`src/fobc_pkg.sv`:
```
package fobc_pkg;

	// sizing
	localparam int BINS = 64;
	localparam int DEPOT_DEPTH = 8;
	localparam int LIST_DEPTH = 256;
	localparam int SLOTS_PER_BIN = 2 + DEPOT_DEPTH;

	// field widths
	localparam int BIN_W = 6;
	localparam int SIZE_W = 25;
	localparam int ADDR_W = 48;
	localparam int STATUS_W = 2;
	localparam int DLIM_W = 4;
	localparam int CFG_IDX_W = 2;

	// derived widths
	localparam int BIN_AW = (BINS > 1) ? $clog2(BINS) : 1;
	localparam int SLOT_W = $clog2(SLOTS_PER_BIN);
	localparam int CNT_W = $clog2(DEPOT_DEPTH + 1);
	localparam int DIDX_W = (DEPOT_DEPTH > 1) ? $clog2(DEPOT_DEPTH) : 1;
	localparam int FILL_W = $clog2(LIST_DEPTH + 1);
	localparam int IDX_W = $clog2(LIST_DEPTH);
	localparam int ENT_DEPTH = BINS * SLOTS_PER_BIN * LIST_DEPTH;
	localparam int ENT_AW = $clog2(ENT_DEPTH);

	localparam logic [SIZE_W-1:0] BYTES_MAX = '1;
	localparam logic [SIZE_W-1:0] BYTE_LIMIT_RESET = SIZE_W'(1024 * 1024);
	localparam logic [DLIM_W-1:0] DEPOT_LIMIT_RESET = DLIM_W'(8);

	// register indexes
	localparam logic [CFG_IDX_W-1:0] CFG_BYTE_LIMIT = CFG_IDX_W'(0);
	localparam logic [CFG_IDX_W-1:0] CFG_DEPOT_LIMIT = CFG_IDX_W'(1);

	// request kinds
	localparam logic FUNC_ALLOC = 1'b0;
	localparam logic FUNC_FREE = 1'b1;

	// result codes
	localparam logic [STATUS_W-1:0] STAT_ALLOC_HIT = 2'd0;
	localparam logic [STATUS_W-1:0] STAT_ALLOC_MISS = 2'd1;
	localparam logic [STATUS_W-1:0] STAT_FREE_CACHED = 2'd2;
	localparam logic [STATUS_W-1:0] STAT_FREE_REJECT = 2'd3;

	// all per-bin state in one memory row
	typedef struct packed {
		logic [SLOTS_PER_BIN-1:0][FILL_W-1:0] fill;
		logic [SLOTS_PER_BIN-1:0][SIZE_W-1:0] bytes;
		logic [DEPOT_DEPTH-1:0][SLOT_W-1:0]   depot;
		logic [1:0][SLOT_W-1:0]               active;
		logic [CNT_W-1:0]                     count;
	} bin_row_t;

	localparam int ROW_W = $bits(bin_row_t);

	// decision of the update unit for one request
	typedef struct packed {
		logic                row_we;
		logic                ent_we;
		logic                ent_re;
		logic [SLOT_W-1:0]   slot;
		logic [IDX_W-1:0]    idx;
		logic [STATUS_W-1:0] status;
		bin_row_t            row;
	} upd_t;

	function automatic bin_row_t row_reset();
		bin_row_t r;
		r = '0;
		r.active[0] = SLOT_W'(0);
		r.active[1] = SLOT_W'(1);
		for (int i = 0; i < DEPOT_DEPTH; i++) begin
			r.depot[i] = SLOT_W'(2 + i);
		end
		return r;
	endfunction

endpackage

```
`src/fobc_update.sv`:
```
module fobc_update (
	input  fobc_pkg::bin_row_t                 row,
	input  logic                               in_range,
	input  logic                               func,
	input  logic [fobc_pkg::SIZE_W-1:0]        size,
	input  logic [fobc_pkg::SIZE_W-1:0]        byte_limit,
	input  logic [fobc_pkg::DLIM_W-1:0]        depot_limit,
	output fobc_pkg::upd_t                     upd
);

	localparam int LIM_W = fobc_pkg::DLIM_W + 1;

	function automatic logic [fobc_pkg::SIZE_W-1:0] sat_add(
		input logic [fobc_pkg::SIZE_W-1:0] a,
		input logic [fobc_pkg::SIZE_W-1:0] b
	);
		logic [fobc_pkg::SIZE_W:0] s;
		s = {1'b0, a} + {1'b0, b};
		return s[fobc_pkg::SIZE_W] ? fobc_pkg::BYTES_MAX : s[fobc_pkg::SIZE_W-1:0];
	endfunction

	logic [fobc_pkg::SLOT_W-1:0] a0, a1, tmp_park, tmp_refill, ps;
	logic [fobc_pkg::CNT_W-1:0]  n, nm1;
	logic [LIM_W-1:0]            lim, n_ext, dlim_ext;
	logic [fobc_pkg::FILL_W-1:0] fill0, fill1, pf;
	logic [fobc_pkg::SIZE_W-1:0] bytes0, bytes1, pb;
	logic                        can0, can1, do_push, do_pop;

	always_comb begin
		a0 = row.active[0];
		a1 = row.active[1];
		n = row.count;
		nm1 = n - 1'b1;
		fill0 = row.fill[a0];
		fill1 = row.fill[a1];
		bytes0 = row.bytes[a0];
		bytes1 = row.bytes[a1];
		tmp_park = row.depot[n[fobc_pkg::DIDX_W-1:0]];
		tmp_refill = row.depot[nm1[fobc_pkg::DIDX_W-1:0]];
		n_ext = LIM_W'(n);
		dlim_ext = {1'b0, depot_limit};
		lim = (dlim_ext < LIM_W'(fobc_pkg::DEPOT_DEPTH)) ? dlim_ext
			: LIM_W'(fobc_pkg::DEPOT_DEPTH);
		can0 = (bytes0 < byte_limit) && (fill0 < fobc_pkg::FILL_W'(fobc_pkg::LIST_DEPTH));
		can1 = (bytes1 < byte_limit) && (fill1 < fobc_pkg::FILL_W'(fobc_pkg::LIST_DEPTH));

		upd = '0;
		upd.row = row;
		upd.status = (func == fobc_pkg::FUNC_FREE) ? fobc_pkg::STAT_FREE_REJECT
			: fobc_pkg::STAT_ALLOC_MISS;
		do_push = 1'b0;
		do_pop = 1'b0;
		ps = a0;

		if (in_range) begin
			if (func == fobc_pkg::FUNC_FREE) begin
				if (can0) begin
					do_push = 1'b1;
					ps = a0;
				end else if (can1) begin
					do_push = 1'b1;
					ps = a1;
				end else if (n_ext < lim) begin
					// park the first stack, start a fresh one from the depot place
					upd.row.depot[n[fobc_pkg::DIDX_W-1:0]] = a0;
					upd.row.active[0] = tmp_park;
					upd.row.count = n + 1'b1;
					upd.row.fill[tmp_park] = fobc_pkg::FILL_W'(1);
					upd.row.bytes[tmp_park] = size;
					upd.slot = tmp_park;
					upd.idx = '0;
					upd.ent_we = 1'b1;
					upd.row_we = 1'b1;
					upd.status = fobc_pkg::STAT_FREE_CACHED;
				end
			end else begin
				if (fill0 != '0) begin
					do_pop = 1'b1;
					ps = a0;
				end else if (fill1 != '0) begin
					do_pop = 1'b1;
					ps = a1;
				end else if (n != '0 && n_ext <= LIM_W'(fobc_pkg::DEPOT_DEPTH)) begin
					// refill: swap the depot top in, pop it if it holds anything
					upd.row.depot[nm1[fobc_pkg::DIDX_W-1:0]] = a0;
					upd.row.active[0] = tmp_refill;
					upd.row.count = nm1;
					upd.row_we = 1'b1;
					ps = tmp_refill;
					do_pop = (row.fill[tmp_refill] != '0);
				end
			end
		end

		pf = row.fill[ps];
		pb = row.bytes[ps];
		if (do_push) begin
			upd.row.fill[ps] = pf + 1'b1;
			upd.row.bytes[ps] = sat_add(pb, size);
			upd.slot = ps;
			upd.idx = pf[fobc_pkg::IDX_W-1:0];
			upd.ent_we = 1'b1;
			upd.row_we = 1'b1;
			upd.status = fobc_pkg::STAT_FREE_CACHED;
		end
		if (do_pop) begin
			upd.row.fill[ps] = pf - 1'b1;
			upd.row.bytes[ps] = (pb > size) ? pb - size : '0;
			upd.slot = ps;
			upd.idx = fobc_pkg::IDX_W'(pf - 1'b1);
			upd.ent_re = 1'b1;
			upd.row_we = 1'b1;
			upd.status = fobc_pkg::STAT_ALLOC_HIT;
		end
	end

endmodule

```
`config.mk`:
```
export PLATFORM = sky130hd
export DESIGN_NAME = fobc_update
export DESIGN_NICKNAME = d
export VERILOG_FILES = /design/src/fobc_pkg.sv /design/src/fobc_update.sv
export SDC_FILE = /design/constraint.sdc
export NUM_CORES = 2
export LEC_CHECK = 0
export BUFFER_PORTS_ARGS = -buffer_cell sky130_fd_sc_hd__buf_4
export CORE_AREA = 2 2 330 332
export DETAILED_ROUTE_END_ITERATION = 10
export DIE_AREA = 0 0 332 334
export REMOVE_ABC_BUFFERS = 1
export SLEW_MARGIN = 20
export SYNTH_ARGS = -nofsm -noshare
export SYNTH_HDL_FRONTEND = slang
export SYNTH_SLANG_ARGS = --single-unit
```
`constraint.sdc`:
```
create_clock -name vclk -period 34.8
set_input_delay 6.96 -clock vclk [all_inputs]
set_output_delay 6.96 -clock vclk [all_outputs]
set_load 0.05 [all_outputs]
```
==> metrics.yaml <==
status:
  status: "finished, final reports clean"
drt:
  postRouteWirelength_mm: 221
  route.detailed.drc: 0
  wl_per_cell_um: 38.9
  drt_pass1_iterations: 7
  drtIter0Drc: 6195
  num_vias: 38027
  viasPerCell: 6.71
  antenna_left: 0
layout:
  fin_nets: 4782
  instances_no_fill: 5670
  seq_cells: 0
  syn2layout_area_growth_pct: 32.7
  fill_cells: 12028
  seq_area_um2: 0
  finalInstanceArea_mm2: 0.0321
  nClkBuffers: 0
  drive_gt1_frac: 0.304
  final_util: 0.298
floorplanning:
  die-height_um: 334
  die_x_um: 332
  die-area_mm2: 0.111
  rows: 121
  coreArea_mm2: 0.108
  io-pin-count: 841
  start_util: 0.225
timing:
  rsz0062_at_grt: "no"
  fin_tns_setup_ns: 0
  setup_ws_ns: 8.90
  worstMarginPinSlew_ns: 1.29
  slew_headroom: 0.140
  setup_viol: 0
  slew_viol_final: 0
  finalCritPeriodShare: 0.744
  period_needed_ns: 25.90
  hold_viol_final: 0
  fmax_mhz: 38.6
setup_path:
  crit_buf_inv: 5
  path_class: "input pin to primary output"
  end_kind: "primary output"
  crit_family: "simple AND/OR/NAND/NOR gates"
  path_max_fanout: 35
  slowest_delay_ns: 0.88
  cp_common_cell: "buf_4"
  critPathLaunchType: "input pin"
  crit_required_ns: 27.84
  slowest_stage: "nor4_1"
  cp.arrival_ns: 18.94
logic_synthesis:
  syn_inst: 3647
  synth_area_per_cell_um2: 6.64
  synth_top_area_share: 0.109
  yosysSeqAreaShare: 0
  yosys.area.top_type: "mux4_2"
  yosysWarnings: 0
  syn_area_mm2: 0.0242
  synth_area_leaders: "mux4_2 (11%), nand2_1 (9.3%), a211oi_1 (6.7%)"
  synth_cell_type_count: 99
placement:
  dpl_cell_area_mm2: 0.0321
  placedCellCount: 5645
  dp_slack_ns: 9.21
  portBuffers: 841
  globalplace.congestion: 1.07
  dp_hpwl_mm: 167
grt:
  track_usage: 0.372
  grt_max_degree: 66
  antenna_found_initial: 44
  grt_pass1_vias: 34921
  grt_first_pass_wirelength_mm: 293
  gr-total-overflow: 0
hold_path:
  holdCritPathClass: "input pin to primary output"
cts:
  ctsHoldBuffers: 0
  cts.repair_timing.setup_buffer_count: 0
  ctsResizeCount: 0
job:
  cap_violations: 0
pwr:
  p_leak_nw: 14.2
  ir_drop_uv: 15.8
  power_density_mw_per_mm2: 31.0
## placed cells by master, fill, tap and decap left out, types with 24 or more instances in the layout
master and n:
mux2i_1 136, ha_1 105, mux2_2 91, o31ai_1 30
nor2_1 180, a221o_1 24, nor3_1 39, a31oi_1 58
nand2_1 595, inv_1 88, o211ai_1 52, mux4_2 117
a211oi_1 211, nor4_1 36, xnor2_1 35, o22ai_1 98
o221ai_1 43, o21ai_0 199, nand3_1 178, and3_1 74
and2_1 40, a21o_1 148, a21oi_1 237, a221oi_1 50
buf_4 961, o211a_1 41
## per-stage QoR
stage | hold WS (ns) | power, mW
5_1_grt | 14.32 | 1.02
2_1_floorplan | 13.92 | 0.557
6_report | 14.31 | 0.995
4_1_cts | 14.31 | 0.963
3_5_place_dp | 14.31 | 0.960
3_3_place_gp | 14.31 | 0.958
## report_power, final
part | switching, mW | total (mW) | internal, mW
Clock | 0 | 0.0000000421 | 0.0000000420
Combinational | 0.696 | 0.995 | 0.298
Sequential | 0 | 0 | 0
Total | 0.696 | 0.995 | 0.298
## final timing paths
path	slack [ns]	startpoint	to	cells after the start
hold / removal	14.31	row[29]	upd[29]	4
setup / recovery	8.90	row[5]	upd[274]	34
## cells by family (layout without fill, tap and decap cells)
| kind of cell | count (synthesis) | count (layout) | synth area share |
|---|---|---|---|
| multiplexers | 346 | 346 | 0.208 |
| buffers and inverters | 479 | 1065 | 0.0782 |
| other | 0 | 23 | 0 |
| AO/OA/AOI/OAI | 1363 | 1363 | 0.393 |
| XOR/XNOR | 50 | 50 | 0.0181 |
| adder cells (fa/ha/maj) | 107 | 107 | 0.0559 |
| AND/OR/NAND/NOR | 1302 | 1302 | 0.247 |
## final cells by class
type	instances	area, um^2	area share
inverter	99	372	0.0116
multi-input combinational	3168	22700	0.706
antenna	23	57.6	0.00179
timing repair buffer	966	7260	0.226
tap	1414	1770	0.0551
## per-layer routing
layer / global-route usage / vias up / wire length (um)
met2: 0.571 / 3663 / 93500
met5: 0 / - / 172
met4: 0.211 / 28 / 16500
li1: - / 15215 / -
met3: 0.146 / 910 / 30900
met1: 0.440 / 18211 / 79600
## synth_stat cells (all sizes together), types with 12 or more instances
cell,n
nor2b,14
a211oi,219
a221o,24
clkbuf,310
o21ai,206
o311ai,12
o221ai,48
a22oi,13
ha,105
nand4,23
o211a,41
o31ai,30
nor3,48
a21o,148
o211ai,55
o22ai,98
xnor2,36
nor2,204
buf,70
xor2,14
and2,43
nand2b,22
mux2,92
mux4,117
or2,16
a311oi,17
a22o,14
inv,90
mux2i,137
nand2,598
a221oi,51
a31oi,58
a21oi,239
nor4,42
a2111oi,12
nand3,184
and3,74
or3,14
(Power assumes the default switching activity.)
