===== config.mk =====
export PLATFORM = sky130hd
export DESIGN_NAME = fobc_ram
export DESIGN_NICKNAME = d
export VERILOG_FILES = /design/src/fobc_ram.sv
export SDC_FILE = /design/constraint.sdc
export NUM_CORES = 1
export LEC_CHECK = 0
export ABC_AREA = 1
export BUFFER_PORTS_ARGS = -buffer_cell sky130_fd_sc_hd__buf_2
export CAP_MARGIN = 20
export CORE_MARGIN = 2
export CORE_UTILIZATION = 61
export DETAILED_ROUTE_END_ITERATION = 8
export PLACE_DENSITY_LB_ADDON = 0.08
export SETUP_SLACK_MARGIN = 0.02
export SLEW_MARGIN = 15
export SYNTH_ARGS = -nofsm -noshare
export SYNTH_HDL_FRONTEND = slang
export SYNTH_SLANG_ARGS = --single-unit

===== constraint.sdc =====
create_clock -name clk -period 1.1 [get_ports clk]
set_input_delay 0 -clock clk [delete_from_list [all_inputs] [get_ports clk]]
set_output_delay 0 -clock clk [all_outputs]
set_load 0.01 [all_outputs]

===== src/fobc_ram.sv =====
module fobc_ram #(
	parameter int WIDTH = 8,
	parameter int DEPTH = 16,
	localparam int AW = (DEPTH > 1) ? $clog2(DEPTH) : 1
) (
	input  logic             clk,
	input  logic             we,
	input  logic [AW-1:0]    waddr,
	input  logic [WIDTH-1:0] wdata,
	input  logic             re,
	input  logic [AW-1:0]    raddr,
	output logic [WIDTH-1:0] rdata
);

	logic [WIDTH-1:0] mem [DEPTH];

	always_ff @(posedge clk) begin
		if (we) begin
			mem[waddr] <= wdata;
		end
	end

	always_ff @(posedge clk) begin
		if (re) begin
			rdata <= mem[raddr];
		end
	end

endmodule


==> impl_metrics.yaml, run 1 <==
timing:
  rsz0062_at_grt: "yes"
  finalMaxSlewViolations: 0
  relSlewSlack_pct: 59.4
  fmaxAchievable_mhz: 917
  period_minus_slack_ns: 1.09
  setup_violations: 0
  setup_ws_ns: 0.00965
  hold_viol: 0
  tightest_slew_ns: 0.608
  skew_ns: 0.00541
  post-route-period-util_pct: 99.1
  holdWs_ns: 0.0996
global_routing:
  grt_overflow: 0
  first_global_vias: 3771
  grt_pass1_wl_mm: 20.6
  grt.total_usage_pct: 27.9
  grt_max_degree: 38
  antenna_found_initial: 0
final_layout:
  antenna_cells: 0
  nets: 628
  final_cell_area_mm2: 0.00709
  area_growth_pct: 21.3
  fin_util_pct: 76.4
  multi_input_area_mm2: 0.00135
  final_layout_size_suffix_gt1_share_pct: 17.9
  register_area_mm2: 0.00408
  fin_cells: 750
  fillers: 636
clocking:
  cts.sinks: 136
  cts.path.max_buffers: 2
  cts.reportedPaths.clkPinSlew_ns: 0.06
  postCtsSetupRepairBufs: 0
  cts_tree: "built"
  htree_levels: 4
  root_buffer: "clkbuf_8"
  clock_latency_ns: 0.51
  cts_buffers: 17
power:
  power_density_mw_per_mm2: 1750
  cellLeakagePower_nw: 3.08
  ir_drop_uv: 1130
synth:
  yosysSeqAreaShare_pct: 69.8
  ys_ff_latch: 136
  syn_area_mm2: 0.00585
  yosysTopAreaCell: "edfxtp_1"
  synth_top_cells_by_area: "edfxtp_1 70%, nand2_1 11%, nand3_1 8.3%"
  synth_top_area_share_pct: 69.8
  synth.avg_cell_area_um2: 10.6
  syn_inst: 551
  syn_nets: 570
  synth_warnings: 0
  ys_types: 11
placed_design:
  hpwl_mm: 7.87
  dp_cells: 709
  io_buffers: 26
  dpl_cell_area_mm2: 0.00622
  pre_cts_slack_ns: -0.165
  place.gp.congestion: 0.811
route:
  via_per_inst: 5.31
  ant_nets: 0
  wl_per_cell_um: 17.8
  dr_wl_met2_mm: 6.74
  wl_met3_um: 960
  wirelength_mm: 13.3
  drcViolationCount: 0
  dr.max_layer_used: "met4"
  met1_length_mm: 5.47
  drt-initial-drc-count: 374
  dr_total_vias: 3980
  dr.pass1.iters: 5
floorplan:
  io_pins: 27
  start_util_pct: 63.0
  core-area_mm2: 0.00928
  die_area_mm2: 0.0104
  die_width_um: 102
  die_h_um: 102
  rows: 35
job:
  cap_violations: 0
setup_path:
  cp.required_ns: 1.10
  cp_top_family: "flip-flops"
  r2r-end: "rdata[7]$_DFFE_PP_"
  critical_path_class: "register to output pin"
  ff2ff_setup_slack_ns: 0.02
  cp-start-kind: "register"
  slowest_stage: "edfxtp_1"
  r2r-start: "mem[1][7]$_DFFE_PP_"
  slowest_delay_ns: 0.43
  r2r_cells: 6
  endpoint_kind: "output pin"
  crit_path_max_fanout: 1
  arrival_ns: 1.09
  critPathBufInv: 1
  path_cells: "buf_6"
worst_hold_path:
  worstHoldStart: "we"
  min_to: "mem[0][0]$_DFFE_PP_"
  hold_path_depth: 4
  hold_class: "primary input to register"
run_status:
  status: "completed"
-- sequential cells by signal (all words and copies together) (netlist names) --
register	count
mem	128
rdata	8
-- synth_stat cells --
cell type	number
nand2_1	173
edfxtp_1	136
inv_1	100
nand3_1	97
nor2_1	17
buf_2	13
buf_6	6
buf_4	4
inv_2	2
nand3b_1	2
buf_1	1
-- metal layers --
layer	track usage [%]	vias up
met5	0	-
li1	-	1896
met4	7.79	0
met3	5.27	14
met1	39.0	1885
met2	45.6	185
-- worst max path at each step --
stage | end | cells after the start | start | slack [ns]
2_1_floorplan | mem[10][0]$_DFFE_PP_ | 2 | waddr[2] | 0.15
3_3_place_gp | rdata[2]$_DFFE_PP_ | 6 | raddr[1] | -0.14
3_5_place_dp | rdata[2]$_DFFE_PP_ | 6 | raddr[1] | -0.16
4_1_cts | rdata[2] | 1 | rdata[2]$_DFFE_PP_ | 0.0003
5_1_grt | rdata[0]$_DFFE_PP_ | 6 | mem[13][0]$_DFFE_PP_ | -0.04
6_report | rdata[2] | 1 | rdata[2]$_DFFE_PP_ | 0.01
-- cell type report --
type | instances | area share [%]
inverters | 102 | 5.40
flip-flops and latches | 136 | 57.6
clock buffers | 18 | 5.89
clock inverters | 13 | 2.52
repair buffers | 63 | 7.25
well taps | 129 | 2.28
multi-input cells | 289 | 19.1
-- report_power, final --
group	total, mW	leakage, nW	switching, mW	internal (mW)
Sequential	5.88	1.24	0.0359	5.84
Clock	5.70	0.286	2.05	3.65
Combinational	0.836	1.56	0.550	0.286
-- logic make-up after synthesis --
| kind of cell | count (synthesis) | share of synthesized area [%] |
|---|---|---|
| AND/OR/NAND/NOR | 289 | 20.8 |
| flip-flops | 136 | 69.8 |
| buffers and inverters | 126 | 9.39 |
-- layout by cell type, fill, tap and decap left out --
cell           instances
clkinv_4               2
clkinv_2               2
buf_6                  5
clkinvlp_4             2
nand3_2               28
clkbuf_8               1
clkinv_1               2
buf_2                 21
inv_2                  2
bufinv_16              4
clkbuf_1               1
nand3_1               69
inv_6                  1
buf_4                 23
buf_12                 4
inv_1                100
dlygate4sd3_1         10
clkbuf_16             16
nand3b_1               2
nand2_1              173
edfxtp_1             136
nor2_1                17
-- metrics by stage --
stage	total power, mW	TNS, ns
after floorplan	6.39	0
after global placement	6.70	-0.599
after detailed placement	6.71	-0.732
after CTS	12.4	0
after global routing	12.8	-0.298
final	12.4	0
-- what timing repair did --
| item | 4_1_cts | 5_1_grt |
|---|---|---|
| endpoints found under the setup margin | 8 | 14 |
| hold buffers | 10 | 0 |
| gates resized for setup | 10 | 24 |
| pin swaps | 1 | 7 |
| endpoints found under the hold margin | 140 | 0 |
No activity file was read; power rests on OpenSTA's default activity.
==> inputs of run 2 (changes only) <==
--- a/config.mk
+++ b/config.mk
@@ -11,7 +11,7 @@
 export CORE_MARGIN = 2
 export CORE_UTILIZATION = 61
 export DETAILED_ROUTE_END_ITERATION = 8
-export PLACE_DENSITY_LB_ADDON = 0.08
+export PLACE_DENSITY_LB_ADDON = 0.2
 export SETUP_SLACK_MARGIN = 0.02
 export SLEW_MARGIN = 15
 export SYNTH_ARGS = -nofsm -noshare
==> run 2 against run 1 <==
  * The flow now finishes with violations (setup timing)
  * Non-clock buffer count rose by 2
  * Clock power is 3.5% lower
  * Die area stayed put
==> impl_metrics.yaml, run 2 (synthesis gave the netlist of run 1 again) <==
route:
  dr.pass1.iters: 5
  wirelength_mm: 13.4
  dr_total_vias: 4009
  wl_per_cell_um: 17.8
  drcViolationCount: 0
  ant_nets: 0
  drt-initial-drc-count: 331
  via_per_inst: 5.33
placed_design:
  pre_cts_slack_ns: -0.158
  hpwl_mm: 7.97
  place.gp.congestion: 0.832
  dp_cells: 711
  io_buffers: 26
timing:
  skew_ns: 0.00728
  tightest_slew_ns: 0.708
  fmaxAchievable_mhz: 889
  setup_ws_ns: -0.0255
  finalMaxSlewViolations: 0
  hold_viol: 0
  post-route-period-util_pct: 102
  relSlewSlack_pct: 52.7
  setup_violations: 4
  period_minus_slack_ns: 1.13
  rsz0062_at_grt: "yes"
floorplan:
  die_h_um: 102
  rows: 35
  core-area_mm2: 0.00928
  die_area_mm2: 0.0104
  die_width_um: 102
  io_pins: 27
  start_util_pct: 63.0
final_layout:
  antenna_cells: 0
  fin_cells: 752
  regMostFlops: "mem"
  final_layout_size_suffix_gt1_share_pct: 21.7
  reg_top3: "mem x128, rdata x8"
  layout_common_cells: "164 x nand2_1, 136 x edfxtp_1, 99 x inv_1"
  largest_reg_flops: 128
  area_growth_pct: 21.9
  nets: 630
  final_common_cell: "nand2_1"
setup_path:
  r2r-start: "mem[8][5]$_DFFE_PP_"
  crit_top_cell: "nand3_1"
  r2r-end: "rdata[5]$_DFFE_PP_"
  arrival_ns: 1.40
  cp.required_ns: 1.37
  cp-start-kind: "register"
  slowest_stage: "edfxtp_1"
  r2r_cells: 6
  critical_path_class: "register to register"
  endpoint_kind: "register"
  path_cells: "inv_1 > nand2_1 > nand3_1 > nand3_1 > nand3_2 > nand2_2"
  crit_path_max_fanout: 1
  slowest_delay_ns: 0.37
  ff2ff_setup_slack_ns: -0.03
power:
  ir_drop_uv: 1260
  cellLeakagePower_nw: 3.10
  power_density_mw_per_mm2: 1720
global_routing:
  first_global_vias: 4031
  grt_overflow: 0
  grt.total_usage_pct: 28.1
  grt_pass1_wl_mm: 21.0
  grt_max_degree: 42
  antenna_found_initial: 0
job:
  cap_violations: 0
clocking:
  root_buffer: "clkbuf_8"
  clock_latency_ns: 0.52
  cts_buffers: 17
  cts_tree: "built"
  cts.sinks: 136
  cts.path.max_buffers: 2
  cts.reportedPaths.clkPinSlew_ns: 0.06
  htree_levels: 4
  postCtsSetupRepairBufs: 0
run_status:
  status: "finished, violations left"
  violations: "setup timing"
worst_hold_path:
  hold_class: "primary input to register"
  worstHoldStart: "we"
  hold_path_depth: 4
  min_to: "mem[1][5]$_DFFE_PP_"
==> run 2: how the worst max path moves through the flow <==
stage	cells after the start	start	end
floorplan	2	waddr[2]	mem[10][0]$_DFFE_PP_
finish	6	mem[8][5]$_DFFE_PP_	rdata[5]$_DFFE_PP_
global placement	6	raddr[1]	rdata[3]$_DFFE_PP_
CTS	1	rdata[4]$_DFFE_PP_	rdata[4]
global route	6	mem[8][5]$_DFFE_PP_	rdata[5]$_DFFE_PP_
detailed placement	7	raddr[0]	rdata[3]$_DFFE_PP_
==> run 2: repair_timing <==
item,CTS,global route
hold endpoints to repair,140,0
hold buffers,10,0
resized for setup,30,21
cloned,0,0
pin swaps,21,14
setup endpoints to repair,9,12
==> run 2: metrics by stage <==
| step | area [um2] | TNS, ns | hold slack [ns] | utilization, % | power [mW] |
|---|---|---|---|---|---|
| detailed placement | 6230 | -0.795 | 0.366 | 67.1 | 6.71 |
| global route | 7130 | -0.414 | 0.139 | 76.8 | 12.6 |
| global placement | 6230 | -0.677 | 0.365 | 67.1 | 6.69 |
| floorplan | 5850 | 0 | 0.0989 | - | 6.39 |
| finish | 7130 | -0.0577 | 0.127 | 76.8 | 12.2 |
| CTS | 7040 | -0.000301 | 0.0982 | 75.9 | 12.2 |
==> run 2: critical path: cells and delay by family (launching register included) <==
family | cells | cell delay, ns
flip-flops | 1 | 0.37
buffers and inverters | 1 | 0.06
AND/OR/NAND/NOR | 5 | 0.45
==> run 2: cell type report <==
class / instances / area, um2
multi-input cells: 289 / 1440
well taps: 129 / 161
clock inverters: 13 / 154
clock buffers: 18 / 418
repair buffers: 65 / 492
inverters: 102 / 383
fillers: 605 / 2160
flip-flops and latches: 136 / 4080
==> run 2: report_power, final <==
part           internal [mW]  switching (mW)  total (mW)  leakage [nW]
logic                  0.283           0.574       0.856          1.59
clock network           3.42            2.08        5.50         0.276
registers               5.84          0.0341        5.87          1.24
==> run 2: metal layers <==
layer  vias up  wire length, um  global-route usage (%)
met5         -                0                       0
met4         0              364                    10.5
met3        32              833                    5.88
met2       156             6770                    46.4
met1      1918             5460                    37.2
li1       1903                -                       -
==> inputs of run 3 (changes only) <==
--- a/config.mk
+++ b/config.mk
@@ -9,7 +9,7 @@
 export BUFFER_PORTS_ARGS = -buffer_cell sky130_fd_sc_hd__buf_2
 export CAP_MARGIN = 20
 export CORE_MARGIN = 2
-export CORE_UTILIZATION = 61
+export CORE_UTILIZATION = 65
 export DETAILED_ROUTE_END_ITERATION = 8
 export PLACE_DENSITY_LB_ADDON = 0.2
 export SETUP_SLACK_MARGIN = 0.02
==> constraint.sdc (replaced) <==
create_clock -name clk -period 1.45 [get_ports clk]
set_input_delay 0 -clock clk [delete_from_list [all_inputs] [get_ports clk]]
set_output_delay 0 -clock clk [all_outputs]
set_load 0.01 [all_outputs]
==> run 3 against run 2 <==
  * The run now ends clean
  * Fmax decreased by 4.9%
  * Final cell count down 3.7%
  * Sequential power down 24%
  * Combinational power shrank 35%
  * Critical path type unchanged
  * Largest cell class unchanged
  * Highest routed layer unchanged
==> impl_metrics.yaml, run 3 (synthesis gave the netlist of run 1 again) <==
worst_hold_path:
  min_to: "mem[7][0]$_DFFE_PP_"
  hold_class: "primary input to register"
  worstHoldStart: "waddr[0]"
  hold_path_depth: 4
global_routing:
  antenna_found_initial: 0
  grt_overflow: 0
  grt_max_degree: 65
  first_global_vias: 3839
  grt.total_usage_pct: 28.5
  grt_pass1_wl_mm: 20.3
timing:
  finalMaxSlewViolations: 0
  tightest_slew_ns: 0.631
  fin_tns_setup_ns: 0
  setup_ws_ns: 0.267
  setup_violations: 0
  hold_viol: 0
  relSlewSlack_pct: 57.9
  holdWs_ns: 0.0937
  period_minus_slack_ns: 1.18
  fmaxAchievable_mhz: 845
  skew_ns: 0.00962
  rsz0062_at_grt: "no"
  post-route-period-util_pct: 81.6
setup_path:
  crit_top_cell: "nand3_1"
  cp-start-kind: "register"
  slowest_delay_ns: 0.37
  path_cells: "inv_1 > nand2_1 > nand3_1 > nand3_1 > nand3_1 > nand2_1"
  critPathBufInv: 1
  crit_path_max_fanout: 1
  r2r-end: "rdata[4]$_DFFE_PP_"
  arrival_ns: 1.48
  cp_top_family: "simple AND/OR/NAND/NOR gates"
  r2r-start: "mem[4][4]$_DFFE_PP_"
  ff2ff_setup_slack_ns: 0.27
  cp.required_ns: 1.74
  r2r_cells: 6
  slowest_stage: "edfxtp_1"
  endpoint_kind: "register"
  critical_path_class: "register to register"
final_layout:
  largest_reg_flops: 128
  layout_common_cells: "173 x nand2_1, 136 x edfxtp_1, 100 x inv_1"
  fin_util_pct: 77.6
  fillers: 532
  final_cell_area_mm2: 0.00677
  multi_input_area_mm2: 0.00121
  fin_cells: 724
  area_growth_pct: 15.8
  final_common_cell: "nand2_1"
  register_area_mm2: 0.00408
  antenna_cells: 0
  final_layout_size_suffix_gt1_share_pct: 13.1
  nets: 622
  regMostFlops: "mem"
  reg_top3: "mem x128, rdata x8"
placed_design:
  dp_cells: 682
  hpwl_mm: 7.58
  dpl_cell_area_mm2: 0.00613
  pre_cts_slack_ns: 0.236
  io_buffers: 26
  place.gp.congestion: 0.801
route:
  wl_per_cell_um: 17.9
  dr_total_vias: 4016
  wirelength_mm: 13.0
  dr.pass1.iters: 6
  drcViolationCount: 0
  via_per_inst: 5.55
  ant_nets: 0
  drt-initial-drc-count: 505
power:
  power_mw: 8.94
  power_density_mw_per_mm2: 1320
  ir_drop_uv: 711
  cellLeakagePower_nw: 2.96
clocking:
  cts.path.max_buffers: 2
  root_buffer: "clkbuf_8"
  cts_resized: 0
  htree_levels: 4
  cts.reportedPaths.clkPinSlew_ns: 0.07
  cts_buffers: 17
  clock_latency_ns: 0.54
  cts_tree: "built"
  cts.sinks: 136
floorplan:
  io_pins: 27
  core-area_mm2: 0.00872
  die_area_mm2: 0.00977
  start_util_pct: 67.0
  rows: 34
  die_h_um: 98.8
  die_width_um: 98.8
job:
  cap_violations: 0
run_status:
  status: "completed"
-- run 3: cell count changes in the layout (fill, tap and decap cells not counted), sizes merged --
cell    before  now
buf         55   47
clkinv       6    4
bufinv       3    0
clkbuf      18   17
inv        104  111
-- run 3: power breakdown --
| group | total [mW] | switching, mW | leakage [nW] | internal, mW |
|---|---|---|---|---|
| Clock | 3.94 | 1.77 | 0.266 | 2.16 |
| Combinational | 0.555 | 0.381 | 1.46 | 0.174 |
| Sequential | 4.45 | 0.0251 | 1.24 | 4.43 |
| Total | 8.94 | 2.18 | 2.96 | 6.76 |
-- run 3: worst max-delay path by stage --
stage	slack [ns]	start	cells past startpoint	end
5_1_grt	0.23	mem[12][3]$_DFFE_PP_	6	rdata[3]$_DFFE_PP_
3_5_place_dp	0.24	raddr[1]	6	rdata[1]$_DFFE_PP_
6_report	0.27	mem[4][4]$_DFFE_PP_	6	rdata[4]$_DFFE_PP_
3_3_place_gp	0.24	raddr[0]	8	rdata[3]$_DFFE_PP_
2_1_floorplan	0.50	waddr[2]	2	mem[10][0]$_DFFE_PP_
4_1_cts	0.30	mem[4][4]$_DFFE_PP_	6	rdata[4]$_DFFE_PP_
-- run 3: layout make-up --
type / count / share of cell area, %
multi-input combinational: 289 / 17.9
inverter: 102 / 5.65
timing repair buffer: 57 / 6.10
clock buffer: 17 / 6.12
sequential: 136 / 60.3
clock inverter: 15 / 1.90
tap: 108 / 2.00
-- run 3: per-layer routing --
layer	part of all wire [%]	global-route usage (%)	vias up
li1	-	-	1885
met1	41	40.5	1853
met2	47	43.9	237
met3	9.9	7.23	41
met4	2.6	9.80	0
met5	0	0	-
-- run 3: tightest hold or removal path, stage by stage --
cell     delay, ns
buf_2         0.09
nand2_1       0.11
nor2_1        0.12
buf_4         0.17
-- run 3: repair_timing --
action,4_1_cts,5_1_grt
hold buffers,10,0
endpoints found under the hold margin,144,0
setup buffers,0,0
